`src/rtl/pfcb_pkg.sv`:
```
// Shared types, constants and helper functions for the pixel format converter.
package pfcb_pkg;

  localparam int PIX_W      = 32;
  localparam int CH_W       = 8;
  localparam int NCH        = 3;
  localparam int NFIELD     = 4;
  localparam int OFF_W      = 5;
  localparam int WID_W      = 6;
  localparam int LAY_STRIDE = 11;
  localparam int SRC_LAY_W  = 44;
  localparam int DST_LAY_W  = 33;
  localparam int BG_W       = 24;
  localparam int PROD_W     = 2 * CH_W;
  localparam int SUM_W      = 10;
  localparam int APB_DATA_W = 64;
  localparam int APB_ADDR_W = 6;
  localparam int REG_IDX_W  = 3;
  localparam int ALPHA_IDX  = 3;

  localparam logic [CH_W-1:0]  FULL_SCALE = 8'd255;
  localparam logic [CH_W-1:0]  DEFAULT_BG = 8'd180;
  localparam logic [WID_W-1:0] CHAN_BITS  = 6'd8;
  localparam logic [WID_W-1:0] WIDE_FIELD = 6'd6;
  localparam logic [WID_W-1:0] FULL_WORD  = 6'd32;

  // floor(x/3) == (x*683) >> 11 for every channel sum up to 765
  localparam logic [SUM_W-1:0] DIV3_RECIP = 10'd683;
  localparam int               DIV3_SHIFT = 11;

  // source modes
  localparam logic [2:0] SRC_GRAY8        = 3'd0;
  localparam logic [2:0] SRC_RGB16        = 3'd1;
  localparam logic [2:0] SRC_GRAY_ALPHA16 = 3'd2;
  localparam logic [2:0] SRC_RGB24        = 3'd3;
  localparam logic [2:0] SRC_RGBA32       = 3'd4;

  // destination modes
  localparam logic [1:0] DST_GRAY8  = 2'd0;
  localparam logic [1:0] DST_RGB16  = 2'd1;
  localparam logic [1:0] DST_PACKED = 2'd2;
  localparam logic [1:0] DST_WIDE   = 2'd3;

  // register indexes
  localparam logic [REG_IDX_W-1:0] REG_SRC_MODE   = 3'd0;
  localparam logic [REG_IDX_W-1:0] REG_SRC_LAYOUT = 3'd1;
  localparam logic [REG_IDX_W-1:0] REG_DST_MODE   = 3'd2;
  localparam logic [REG_IDX_W-1:0] REG_DST_LAYOUT = 3'd3;
  localparam logic [REG_IDX_W-1:0] REG_CUSTOM_BG  = 3'd4;
  localparam logic [REG_IDX_W-1:0] REG_PREMULT    = 3'd5;
  localparam logic [REG_IDX_W-1:0] REG_BG_RGB     = 3'd6;

  typedef struct packed {
    logic [PIX_W-1:0] src_pixel;
    logic             last_pixel;
  } in_t;

  typedef struct packed {
    logic [PIX_W-1:0] dst_pixel;
    logic             last_out;
  } out_t;

  typedef struct packed {
    logic [2:0]           src_mode;
    logic [SRC_LAY_W-1:0] src_layout;
    logic [1:0]           dst_mode;
    logic [DST_LAY_W-1:0] dst_layout;
    logic                 custom_bg;
    logic                 premult;
    logic [BG_W-1:0]      bg_rgb;
  } cfg_t;

  // decoded pixel, decode -> blend
  typedef struct packed {
    logic                      valid;
    logic                      last;
    logic                      blend;
    logic [CH_W-1:0]           alpha;
    logic [NCH-1:0][CH_W-1:0]  ch;
  } dec_t;

  // blended pixel, blend -> pack
  typedef struct packed {
    logic                      valid;
    logic                      last;
    logic [NCH-1:0][CH_W-1:0]  ch;
    logic [SUM_W-1:0]          sum;
  } mix_t;

  function automatic logic [OFF_W-1:0] lay_off(input logic [SRC_LAY_W-1:0] lay,
                                               input int unsigned c);
    return lay[LAY_STRIDE*c +: OFF_W];
  endfunction

  function automatic logic [WID_W-1:0] lay_wid(input logic [SRC_LAY_W-1:0] lay,
                                               input int unsigned c);
    return lay[LAY_STRIDE*c + OFF_W +: WID_W];
  endfunction

  function automatic logic [PIX_W-1:0] field_mask(input logic [WID_W-1:0] w);
    logic [PIX_W:0] m;
    m = ({{PIX_W{1'b0}}, 1'b1} << w) - {{PIX_W{1'b0}}, 1'b1};
    if (w >= FULL_WORD) begin
      return {PIX_W{1'b1}};
    end
    return m[PIX_W-1:0];
  endfunction

endpackage

```
`src/rtl/pfcb_cfg.sv`:
```
// APB-style configuration register file for the pixel format converter.
module pfcb_cfg (
  input  logic                               clk,
  input  logic                               rst_n,
  input  logic                               cfg_psel,
  input  logic                               cfg_penable,
  input  logic                               cfg_pwrite,
  input  logic [pfcb_pkg::APB_ADDR_W-1:0]    cfg_paddr,
  input  logic [pfcb_pkg::APB_DATA_W-1:0]    cfg_pwdata,
  output logic [pfcb_pkg::APB_DATA_W-1:0]    cfg_prdata,
  output logic                               cfg_pready,
  output pfcb_pkg::cfg_t                     cfg_o
);

  pfcb_pkg::cfg_t                    cfg_r;
  logic                              wr_en;
  logic [pfcb_pkg::REG_IDX_W-1:0]    idx;

  assign cfg_pready = 1'b1;
  assign wr_en      = cfg_psel & cfg_penable & cfg_pwrite;
  assign idx        = cfg_paddr[pfcb_pkg::APB_ADDR_W-1 -: pfcb_pkg::REG_IDX_W];
  assign cfg_o      = cfg_r;

  always_ff @(posedge clk) begin
    if (!rst_n) begin
      cfg_r.src_mode   <= pfcb_pkg::SRC_RGB24;
      cfg_r.src_layout <= '0;
      cfg_r.dst_mode   <= pfcb_pkg::DST_PACKED;
      cfg_r.dst_layout <= '0;
      cfg_r.custom_bg  <= 1'b0;
      cfg_r.premult    <= 1'b0;
      cfg_r.bg_rgb     <= {pfcb_pkg::DEFAULT_BG, pfcb_pkg::DEFAULT_BG,
                           pfcb_pkg::DEFAULT_BG};
    end else if (wr_en) begin
      unique case (idx)
        pfcb_pkg::REG_SRC_MODE:   cfg_r.src_mode   <= cfg_pwdata[2:0];
        pfcb_pkg::REG_SRC_LAYOUT: cfg_r.src_layout <= cfg_pwdata[pfcb_pkg::SRC_LAY_W-1:0];
        pfcb_pkg::REG_DST_MODE:   cfg_r.dst_mode   <= cfg_pwdata[1:0];
        pfcb_pkg::REG_DST_LAYOUT: cfg_r.dst_layout <= cfg_pwdata[pfcb_pkg::DST_LAY_W-1:0];
        pfcb_pkg::REG_CUSTOM_BG:  cfg_r.custom_bg  <= cfg_pwdata[0];
        pfcb_pkg::REG_PREMULT:    cfg_r.premult    <= cfg_pwdata[0];
        pfcb_pkg::REG_BG_RGB:     cfg_r.bg_rgb     <= cfg_pwdata[pfcb_pkg::BG_W-1:0];
        default: ;
      endcase
    end
  end

  always_comb begin
    cfg_prdata = '0;
    unique case (idx)
      pfcb_pkg::REG_SRC_MODE:   cfg_prdata[2:0] = cfg_r.src_mode;
      pfcb_pkg::REG_SRC_LAYOUT: cfg_prdata[pfcb_pkg::SRC_LAY_W-1:0] = cfg_r.src_layout;
      pfcb_pkg::REG_DST_MODE:   cfg_prdata[1:0] = cfg_r.dst_mode;
      pfcb_pkg::REG_DST_LAYOUT: cfg_prdata[pfcb_pkg::DST_LAY_W-1:0] = cfg_r.dst_layout;
      pfcb_pkg::REG_CUSTOM_BG:  cfg_prdata[0] = cfg_r.custom_bg;
      pfcb_pkg::REG_PREMULT:    cfg_prdata[0] = cfg_r.premult;
      pfcb_pkg::REG_BG_RGB:     cfg_prdata[pfcb_pkg::BG_W-1:0] = cfg_r.bg_rgb;
      default: ;
    endcase
  end

endmodule

```
`src/rtl/pfcb_decode.sv`:
```
// Two-stage source decode: field extraction, then scaling to 8-bit channels.
module pfcb_decode (
  input  logic            clk,
  input  logic            rst_n,
  input  logic            adv,
  input  logic            in_valid,
  input  pfcb_pkg::in_t   in_data,
  input  pfcb_pkg::cfg_t  cfg,
  output pfcb_pkg::dec_t  dec_o
);

  logic                                                  s1_valid_r;
  logic                                                  s1_last_r;
  logic [pfcb_pkg::CH_W-1:0]                             s1_gray_r;
  logic [pfcb_pkg::NFIELD-1:0][pfcb_pkg::PIX_W-1:0]      s1_field_r;
  logic [pfcb_pkg::NFIELD-1:0][pfcb_pkg::PIX_W-1:0]      field_nxt;
  logic [pfcb_pkg::PIX_W-1:0]                            word;
  pfcb_pkg::dec_t                                        dec_r;
  pfcb_pkg::dec_t                                        dec_nxt;
  logic [pfcb_pkg::WID_W-1:0]                            w;

  function automatic logic [pfcb_pkg::CH_W-1:0] wide_down(
    input logic [pfcb_pkg::PIX_W-1:0] f,
    input logic [pfcb_pkg::WID_W-1:0] fw
  );
    logic [pfcb_pkg::WID_W-1:0] sh;
    logic [pfcb_pkg::PIX_W-1:0] v;
    sh = fw - pfcb_pkg::CHAN_BITS;
    v  = f;
    if (fw > pfcb_pkg::CHAN_BITS) begin
      v = (sh >= pfcb_pkg::FULL_WORD) ? '0 : (f >> sh[pfcb_pkg::OFF_W-1:0]);
    end
    return v[pfcb_pkg::CH_W-1:0];
  endfunction

  // trim the word to the source format's size, then pull out all four fields
  always_comb begin
    word = in_data.src_pixel;
    priority if (cfg.src_mode == pfcb_pkg::SRC_RGB16 ||
                 cfg.src_mode == pfcb_pkg::SRC_GRAY_ALPHA16) begin
      word = {16'b0, in_data.src_pixel[15:0]};
    end else if (cfg.src_mode == pfcb_pkg::SRC_RGB24) begin
      word = {8'b0, in_data.src_pixel[23:0]};
    end else begin
      word = in_data.src_pixel;
    end
    for (int c = 0; c < pfcb_pkg::NFIELD; c++) begin
      field_nxt[c] = (word >> pfcb_pkg::lay_off(cfg.src_layout, c))
                   & pfcb_pkg::field_mask(pfcb_pkg::lay_wid(cfg.src_layout, c));
    end
  end

  always_ff @(posedge clk) begin
    if (!rst_n) begin
      s1_valid_r <= 1'b0;
    end else if (adv) begin
      s1_valid_r <= in_valid;
    end
  end

  always_ff @(posedge clk) begin
    if (adv) begin
      s1_last_r  <= in_data.last_pixel;
      s1_gray_r  <= in_data.src_pixel[pfcb_pkg::CH_W-1:0];
      s1_field_r <= field_nxt;
    end
  end

  // scale each field to an 8-bit channel
  always_comb begin
    dec_nxt       = '0;
    dec_nxt.valid = s1_valid_r;
    dec_nxt.last  = s1_last_r;
    w             = '0;
    unique case (cfg.src_mode)
      pfcb_pkg::SRC_GRAY8: begin
        for (int c = 0; c < pfcb_pkg::NCH; c++) dec_nxt.ch[c] = s1_gray_r;
      end
      pfcb_pkg::SRC_RGB16: begin
        for (int c = 0; c < pfcb_pkg::NCH; c++) begin
          w = pfcb_pkg::lay_wid(cfg.src_layout, c);
          dec_nxt.ch[c] = (w < pfcb_pkg::WIDE_FIELD) ? {s1_field_r[c][4:0], 3'b0}
                                                     : {s1_field_r[c][5:0], 2'b0};
        end
      end
      pfcb_pkg::SRC_GRAY_ALPHA16: begin
        for (int c = 0; c < pfcb_pkg::NCH; c++) begin
          dec_nxt.ch[c] = s1_field_r[0][pfcb_pkg::CH_W-1:0];
        end
        dec_nxt.alpha = s1_field_r[pfcb_pkg::ALPHA_IDX][pfcb_pkg::CH_W-1:0];
        dec_nxt.blend = 1'b1;
      end
      pfcb_pkg::SRC_RGB24: begin
        for (int c = 0; c < pfcb_pkg::NCH; c++) begin
          dec_nxt.ch[c] = s1_field_r[c][pfcb_pkg::CH_W-1:0];
        end
      end
      pfcb_pkg::SRC_RGBA32: begin
        for (int c = 0; c < pfcb_pkg::NCH; c++) begin
          dec_nxt.ch[c] = wide_down(s1_field_r[c], pfcb_pkg::lay_wid(cfg.src_layout, c));
        end
        w = pfcb_pkg::lay_wid(cfg.src_layout, pfcb_pkg::ALPHA_IDX);
        dec_nxt.alpha = wide_down(s1_field_r[pfcb_pkg::ALPHA_IDX], w);
        dec_nxt.blend = (w != '0);
      end
      default: ;
    endcase
  end

  always_ff @(posedge clk) begin
    if (!rst_n) begin
      dec_r.valid <= 1'b0;
    end else if (adv) begin
      dec_r.valid <= dec_nxt.valid;
    end
    if (adv) begin
      dec_r.last  <= dec_nxt.last;
      dec_r.blend <= dec_nxt.blend;
      dec_r.alpha <= dec_nxt.alpha;
      dec_r.ch    <= dec_nxt.ch;
    end
  end

  assign dec_o = dec_r;

endmodule

```
`src/rtl/pfcb_blend.sv`:
```
// Two-stage alpha blend over the background: products, then sum and wrap.
module pfcb_blend (
  input  logic            clk,
  input  logic            rst_n,
  input  logic            adv,
  input  pfcb_pkg::dec_t  dec_i,
  input  pfcb_pkg::cfg_t  cfg,
  output pfcb_pkg::mix_t  mix_o
);

  logic                                                s3_valid_r;
  logic                                                s3_last_r;
  logic                                                s3_blend_r;
  logic [pfcb_pkg::NCH-1:0][pfcb_pkg::CH_W-1:0]        s3_ch_r;
  logic [pfcb_pkg::NCH-1:0][pfcb_pkg::PROD_W-1:0]      s3_pca_r;
  logic [pfcb_pkg::NCH-1:0][pfcb_pkg::PROD_W-1:0]      s3_pib_r;
  logic [pfcb_pkg::NCH-1:0][pfcb_pkg::PROD_W-1:0]      pca_nxt;
  logic [pfcb_pkg::NCH-1:0][pfcb_pkg::PROD_W-1:0]      pib_nxt;
  logic [pfcb_pkg::NCH-1:0][pfcb_pkg::CH_W-1:0]        bg;
  logic [pfcb_pkg::CH_W-1:0]                           inv;
  pfcb_pkg::mix_t                                      mix_r;
  pfcb_pkg::mix_t                                      mix_nxt;
  logic [pfcb_pkg::PROD_W:0]                           straight;

  assign inv = pfcb_pkg::FULL_SCALE - dec_i.alpha;

  always_comb begin
    for (int c = 0; c < pfcb_pkg::NCH; c++) begin
      bg[c] = cfg.custom_bg
            ? cfg.bg_rgb[pfcb_pkg::CH_W*(pfcb_pkg::NCH-1-c) +: pfcb_pkg::CH_W]
            : pfcb_pkg::DEFAULT_BG;
      pca_nxt[c] = pfcb_pkg::PROD_W'(dec_i.ch[c]) * pfcb_pkg::PROD_W'(dec_i.alpha);
      pib_nxt[c] = pfcb_pkg::PROD_W'(inv) * pfcb_pkg::PROD_W'(bg[c]);
    end
  end

  always_ff @(posedge clk) begin
    if (!rst_n) begin
      s3_valid_r <= 1'b0;
    end else if (adv) begin
      s3_valid_r <= dec_i.valid;
    end
  end

  always_ff @(posedge clk) begin
    if (adv) begin
      s3_last_r  <= dec_i.last;
      s3_blend_r <= dec_i.blend;
      s3_ch_r    <= dec_i.ch;
      s3_pca_r   <= pca_nxt;
      s3_pib_r   <= pib_nxt;
    end
  end

  // combine products; premultiplied colour wraps at 256
  always_comb begin
    mix_nxt       = '0;
    mix_nxt.valid = s3_valid_r;
    mix_nxt.last  = s3_last_r;
    straight      = '0;
    for (int c = 0; c < pfcb_pkg::NCH; c++) begin
      straight = {1'b0, s3_pca_r[c]} + {1'b0, s3_pib_r[c]};
      if (!s3_blend_r) begin
        mix_nxt.ch[c] = s3_ch_r[c];
      end else if (cfg.premult) begin
        mix_nxt.ch[c] = s3_ch_r[c] + s3_pib_r[c][pfcb_pkg::PROD_W-1 -: pfcb_pkg::CH_W];
      end else begin
        mix_nxt.ch[c] = straight[pfcb_pkg::PROD_W-1 -: pfcb_pkg::CH_W];
      end
    end
    mix_nxt.sum = pfcb_pkg::SUM_W'(mix_nxt.ch[0]) + pfcb_pkg::SUM_W'(mix_nxt.ch[1])
                + pfcb_pkg::SUM_W'(mix_nxt.ch[2]);
  end

  always_ff @(posedge clk) begin
    if (!rst_n) begin
      mix_r.valid <= 1'b0;
    end else if (adv) begin
      mix_r.valid <= mix_nxt.valid;
    end
    if (adv) begin
      mix_r.last <= mix_nxt.last;
      mix_r.ch   <= mix_nxt.ch;
      mix_r.sum  <= mix_nxt.sum;
    end
  end

  assign mix_o = mix_r;

endmodule

```
`src/rtl/pfcb_pack.sv`:
```
// Destination packing stage and output register.
module pfcb_pack (
  input  logic            clk,
  input  logic            rst_n,
  input  logic            adv,
  input  pfcb_pkg::mix_t  mix_i,
  input  pfcb_pkg::cfg_t  cfg,
  output logic            out_valid,
  output pfcb_pkg::out_t  out_data
);

  logic [pfcb_pkg::SRC_LAY_W-1:0]        dlay;
  logic [2*pfcb_pkg::SUM_W-1:0]          div_prod;
  logic [pfcb_pkg::PIX_W-1:0]            gray_word;
  logic [pfcb_pkg::PIX_W-1:0]            rgb16_word;
  logic [pfcb_pkg::PIX_W-1:0]            packed_word;
  logic [pfcb_pkg::PIX_W-1:0]            wide_word;
  logic [pfcb_pkg::PIX_W-1:0]            ch_word;
  logic [pfcb_pkg::CH_W-1:0]             ch16;
  logic [pfcb_pkg::OFF_W-1:0]            off;
  logic [pfcb_pkg::WID_W-1:0]            w;
  logic [pfcb_pkg::WID_W-1:0]            up;
  logic [pfcb_pkg::WID_W:0]              sh;
  logic                                  out_valid_r;
  pfcb_pkg::out_t                        out_data_r;
  pfcb_pkg::out_t                        out_data_nxt;

  assign dlay = {{(pfcb_pkg::SRC_LAY_W-pfcb_pkg::DST_LAY_W){1'b0}}, cfg.dst_layout};

  // gray: divide the channel sum by three through a reciprocal
  assign div_prod  = pfcb_pkg::SUM_W'(mix_i.sum) * pfcb_pkg::DIV3_RECIP;
  assign gray_word = {{(pfcb_pkg::PIX_W-pfcb_pkg::CH_W){1'b0}},
                      div_prod[pfcb_pkg::DIV3_SHIFT +: pfcb_pkg::CH_W]};

  always_comb begin
    rgb16_word  = '0;
    packed_word = '0;
    wide_word   = '0;
    ch_word     = '0;
    ch16        = '0;
    off         = '0;
    w           = '0;
    up          = '0;
    sh          = '0;
    for (int c = 0; c < pfcb_pkg::NCH; c++) begin
      off     = pfcb_pkg::lay_off(dlay, c);
      w       = pfcb_pkg::lay_wid(dlay, c);
      ch_word = {{(pfcb_pkg::PIX_W-pfcb_pkg::CH_W){1'b0}}, mix_i.ch[c]};
      ch16    = (w < pfcb_pkg::WIDE_FIELD) ? (mix_i.ch[c] >> 3) : (mix_i.ch[c] >> 2);
      rgb16_word  = rgb16_word
                  | ({{(pfcb_pkg::PIX_W-pfcb_pkg::CH_W){1'b0}}, ch16} << off);
      packed_word = packed_word | (ch_word << off);
      // scale up then place: one shift by the combined amount, drop past bit 31
      up = (w > pfcb_pkg::CHAN_BITS) ? (w - pfcb_pkg::CHAN_BITS) : '0;
      sh = {2'b0, off} + {1'b0, up};
      if (sh < {1'b0, pfcb_pkg::FULL_WORD}) begin
        wide_word = wide_word | (ch_word << sh[pfcb_pkg::OFF_W-1:0]);
      end
    end
    rgb16_word = {16'b0, rgb16_word[15:0]};
  end

  always_comb begin
    out_data_nxt.last_out = mix_i.last;
    unique case (cfg.dst_mode)
      pfcb_pkg::DST_GRAY8:  out_data_nxt.dst_pixel = gray_word;
      pfcb_pkg::DST_RGB16:  out_data_nxt.dst_pixel = rgb16_word;
      pfcb_pkg::DST_PACKED: out_data_nxt.dst_pixel = packed_word;
      pfcb_pkg::DST_WIDE:   out_data_nxt.dst_pixel = wide_word;
      default:              out_data_nxt.dst_pixel = wide_word;
    endcase
  end

  always_ff @(posedge clk) begin
    if (!rst_n) begin
      out_valid_r <= 1'b0;
    end else if (adv) begin
      out_valid_r <= mix_i.valid;
    end
  end

  always_ff @(posedge clk) begin
    if (adv) begin
      out_data_r <= out_data_nxt;
    end
  end

  assign out_valid = out_valid_r;
  assign out_data  = out_data_r;

endmodule

```
`src/rtl/pixel_format_convert_blend_top.sv`:
```
// Pixel format converter with alpha blend: five-stage pipeline top level.
//
// Use: configure the source and destination formats, the background colour
// and the blend mode over the APB-style port while the pipeline is empty,
// then stream source words in on in_valid/in_data. Each beat in gives exactly
// one beat out on out_valid/out_data, in order, with last_out copying the
// end-of-run mark.
// Stages: an accepted input beat passes the field extract, channel scale, blend
// products, blend sum and pack registers before out_valid rises.
// Throughput: one pixel per clock while no stall holds the output; every stage
// is a register a single item wide, all moving on one shared advance enable.
// Stall: while out_valid is high and out_stall is high, every stage holds,
// in_stall rises and the output beat stays unchanged; when the output beat is
// taken the pipeline moves in the same cycle, so a new beat is accepted
// while the next result is presented.
// Reset: rst_n (synchronous, active low) empties the pipeline and restores
// the register defaults: 24-bit source, packed 8-bit destination, straight
// alpha, gray 180 background.
module pixel_format_convert_blend_top (
  input  logic                             clk,
  input  logic                             rst_n,
  input  logic                             in_valid,
  output logic                             in_stall,
  input  pfcb_pkg::in_t                    in_data,
  output logic                             out_valid,
  input  logic                             out_stall,
  output pfcb_pkg::out_t                   out_data,
  input  logic                             cfg_psel,
  input  logic                             cfg_penable,
  input  logic                             cfg_pwrite,
  input  logic [pfcb_pkg::APB_ADDR_W-1:0]  cfg_paddr,
  input  logic [pfcb_pkg::APB_DATA_W-1:0]  cfg_pwdata,
  output logic [pfcb_pkg::APB_DATA_W-1:0]  cfg_prdata,
  output logic                             cfg_pready
);

  pfcb_pkg::cfg_t  cfg;
  pfcb_pkg::dec_t  dec;
  pfcb_pkg::mix_t  mix;
  logic            adv;

  // hold every stage while the output beat waits
  assign adv      = !(out_valid && out_stall);
  assign in_stall = !adv;

  pfcb_cfg u_cfg (
    .clk         (clk),
    .rst_n       (rst_n),
    .cfg_psel    (cfg_psel),
    .cfg_penable (cfg_penable),
    .cfg_pwrite  (cfg_pwrite),
    .cfg_paddr   (cfg_paddr),
    .cfg_pwdata  (cfg_pwdata),
    .cfg_prdata  (cfg_prdata),
    .cfg_pready  (cfg_pready),
    .cfg_o       (cfg)
  );

  pfcb_decode u_decode (
    .clk      (clk),
    .rst_n    (rst_n),
    .adv      (adv),
    .in_valid (in_valid),
    .in_data  (in_data),
    .cfg      (cfg),
    .dec_o    (dec)
  );

  pfcb_blend u_blend (
    .clk   (clk),
    .rst_n (rst_n),
    .adv   (adv),
    .dec_i (dec),
    .cfg   (cfg),
    .mix_o (mix)
  );

  pfcb_pack u_pack (
    .clk       (clk),
    .rst_n     (rst_n),
    .adv       (adv),
    .mix_i     (mix),
    .cfg       (cfg),
    .out_valid (out_valid),
    .out_data  (out_data)
  );

endmodule

```
`config.mk`:
```
export PLATFORM = sky130hd
export DESIGN_NAME = pixel_format_convert_blend_top
export DESIGN_NICKNAME = d
export VERILOG_FILES = /design/src/rtl/pfcb_pkg.sv /design/src/rtl/pfcb_cfg.sv /design/src/rtl/pfcb_decode.sv /design/src/rtl/pfcb_blend.sv /design/src/rtl/pfcb_pack.sv /design/src/rtl/pixel_format_convert_blend_top.sv
export SDC_FILE = /design/constraint.sdc
export NUM_CORES = 2
export LEC_CHECK = 0
export BUFFER_PORTS_ARGS = -buffer_cell sky130_fd_sc_hd__buf_2
export CORE_ASPECT_RATIO = 0.8
export CORE_UTILIZATION = 30
export DETAILED_ROUTE_END_ITERATION = 10
export PLACE_DENSITY_LB_ADDON = 0.1
export SYNTH_ARGS = -nofsm -noshare
export SYNTH_HDL_FRONTEND = slang
export SYNTH_SLANG_ARGS = --single-unit
```
`constraint.sdc`:
```
create_clock -name clk -period 20.4 [get_ports clk]
set_input_delay 2.04 -clock clk [delete_from_list [all_inputs] [get_ports clk]]
set_output_delay 2.04 -clock clk [all_outputs]
set_load 0.02 [all_outputs]
```
==> impl_metrics.json <==
{
  "status": "complete, no violations",
  "grt_antenna_before_repair": 15,
  "via_per_inst": 5.31,
  "hold_violations": 0,
  "total_buffers_and_inverters_traversed_by_the_critical_path": 4,
  "cells_after_synth": 6293,
  "grt_busiest_layer": "met2",
  "cts_tree": "yes",
  "p_leak_nw": 24.8,
  "critical_path.endpoint_type": "primary output",
  "area_growth_syn_to_layout_pct": 9.34,
  "most_common_flop_cell_mapped_by_yosys": "edfxtp_1",
  "worst-slew-pin-transition_ns": 1.25,
  "grt_pass1_wl_mm": 294,
  "critical_path.max_fanout": 25,
  "gr-usage-all-layers": 0.216,
  "port-buffer-count": 165,
  "area.sequential_um2": 13100,
  "global_route_track_usage_on_met3": 0.0219,
  "grt_remaining_overflow": 0,
  "slew_viol_final": 0,
  "critPathArrivalTime_ns": 4.46,
  "critical_path.top_delay_family": "buffers and inverters",
  "synth.cell_area_um2": 53200,
  "drt-initial-drc-count": 3764,
  "clk_path_buf_depth": 3,
  "die_y_um": 379,
  "globalplace.congestion": 0.920,
  "filler_cell_count": 18600,
  "routed_wirelength_mm": 196,
  "detailedRoute.firstPassIterationCount": 6,
  "worst_setup_hold_path_clk_slew_ns": 0.06,
  "multi_input_comb_area_um2": 36600,
  "io_pins": 210,
  "minimum_clock_period_after_layout_ns": 6.50,
  "globalRouteMet1Util": 0.318,
  "final_std_cells_w_o_fill": 8619,
  "critical-path-top-cell-by-count": "buf_2",
  "power.density_nw_per_um2": 50.2,
  "clkSinkCount": 474,
  "cp_slowest_cell": "o21ai_0",
  "insertion_delay_ns": 0.72,
  "slew_headroom": 0.159,
  "critical_path_class": "in2out",
  "hold_path_class": "reg2reg",
  "cts.repair.resized": 0,
  "crit_path_start_kind": "primary input",
  "postCtsSetupRepairBufs": 0,
  "route.detailed.wl_per_inst_um": 22.7,
  "synth_edf_count": 361,
  "number_of_nets_with_antenna_violations_after_detailed_routing": 0,
  "core_area_um2": 175000,
  "final.hold.worst_slack_ns": 0.423,
  "place_inst": 8500,
  "power.total_mw": 2.92,
  "finalSetupViolCount": 0,
  "design.die.area_um2": 179000,
  "rsz0062_at_grt": "no",
  "num_rows": 137,
  "initial_core_util": 0.304,
  "final.setup.tns_ns": 0,
  "dieWidth_um": 473,
  "final_net_count": 6940,
  "num_vias": 45800,
  "asyncSetResetFlopFracSynth": 0,
  "worst-endpoint-required_ns": 18.36,
  "placed_cell_area_um2": 56100,
  "max_cap_violations": 0,
  "post-route-cell-area_um2": 58200,
  "number_of_warning_messages_in_the_yosys_log": 0,
  "peakVddDrop_v": 0.0000678,
  "cts_made_buffers": 60,
  "clock_skew_ns": 0.0373,
  "final.period_utilization": 0.318,
  "post_route_cells_drive_above_1_share": 0.110,
  "grt_max_degree": 75,
  "first_global_vias": 44700,
  "max_clock_freq_mhz": 154,
  "synth.ff_latch_count": 474,
  "worstPathCellList": "buf_2 > clkinv_1 > nand2_2 > buf_4 > o21ai_0 > buf_2",
  "met2_usage": 0.338,
  "hpwl_mm": 151,
  "yosysUniqueCellTypes": 101,
  "synth_sequential_area_ratio": 0.246,
  "drt_drc": 0,
  "ctsHtreeMaxLevel": 2,
  "ctsHoldBuffers": 0,
  "max_stage_delay_ns": 0.89,
  "clock_tree.root_cell": "clkbuf_16",
  "synthesis.area_per_instance_um2": 8.45
}
synthesized netlist by cell type (all sizes together) (79+ instances only):
cell type	number	area, µm²
inv	459	1720
nor2	529	1990
a211oi	112	853
buf	102	505
a21boi	114	860
mux4	84	1890
edfxtp	361	10800
a21oi	390	1970
nand2	844	3170
mux2	104	1170
ha	386	4830
nand3	102	510
nor2b	84	526
and2	147	920
mux2i	333	3370
clkbuf	350	1320
o21ai	406	2040
xnor2	112	981
nand2b	79	494
nor3	129	656
dfxtp	113	2260
fa	245	4900
layout make-up:
type	instances	share of cell area
multi-input combinational	4918	0.629
sequential	474	0.225
tap	2363	0.0508
inverter	468	0.0302
timing repair buffer	277	0.0287
clock buffer	76	0.0281
clock inverter	38	0.00699
antenna	5	0.000215
cells in the final DEF, fill, tap and decap left out, drive strengths merged, types with 245 or more instances in the layout:
master / count
nand2: 844
nor2: 529
inv: 460
o21ai: 406
a21oi: 390
ha: 386
edfxtp: 361
mux2i: 333
buf: 277
fa: 245
sequential cells by signal, summed over array words and instances (netlist names):
name                 cells
u_decode.s1_field_r    128
u_cfg.cfg_o            108
u_blend.s3_pca_r        48
u_blend.s3_pib_r        48
u_blend.mix_o           36
u_decode.dec_o          35
u_pack.out_data         33
u_blend.s3_ch_r         24
u_decode.s1_gray_r       8
u_blend.s3_blend_r       1
u_blend.s3_last_r        1
u_blend.s3_valid_r       1
u_decode.s1_last_r       1
u_decode.s1_valid_r      1
u_pack.out_valid         1
metal layers:
layer,routed length (µm),up-vias
met5,27,-
met4,4340,4
met3,9240,196
met2,85900,1266
met1,96500,22400
li1,-,21900
metrics by stage:
step,utilization,setup slack [ns]
finish,0.332,13.90
global route,0.332,13.83
CTS,0.332,13.80
detailed placement,0.320,13.81
global placement,0.320,13.82
floorplan,-,6.73
logic make-up after synthesis:
group	synth area share
flip-flops	0.246
AO/OA/AOI/OAI	0.179
multiplexers	0.121
buffers and inverters	0.0673
XOR/XNOR	0.0247
other	0.000141
AND/OR/NAND/NOR	0.178
adder cells (fa/ha/maj)	0.183
path summary, 6_finish.rpt:
| path | from | end | slack (ns) | cells after the start |
|---|---|---|---|---|
| worst max register to register | u_cfg.cfg_o[25]$_SDFFE_PN0P_ | u_blend.s3_pib_r[45]$_DFFE_PN_ | 14.56 | 19 |
| worst max-delay path | cfg_paddr[5] | cfg_prdata[5] | 13.90 | 6 |
| worst min register to register | u_blend.mix_o[34]$_DFFE_PN_ | u_pack.out_data[0]$_DFFE_PN_ | 0.42 | 0 |
| worst min-delay path | u_blend.mix_o[34]$_DFFE_PN_ | u_pack.out_data[0]$_DFFE_PN_ | 0.42 | 0 |
power breakdown:
part	leakage (nW)	total, mW	switching (mW)	internal, mW
sequential	5.21	1.14	0.0535	1.08
clock	0.972	1.12	0.483	0.633
combinational	18.6	0.667	0.398	0.269
No activity file was read; power rests on OpenSTA's default activity.
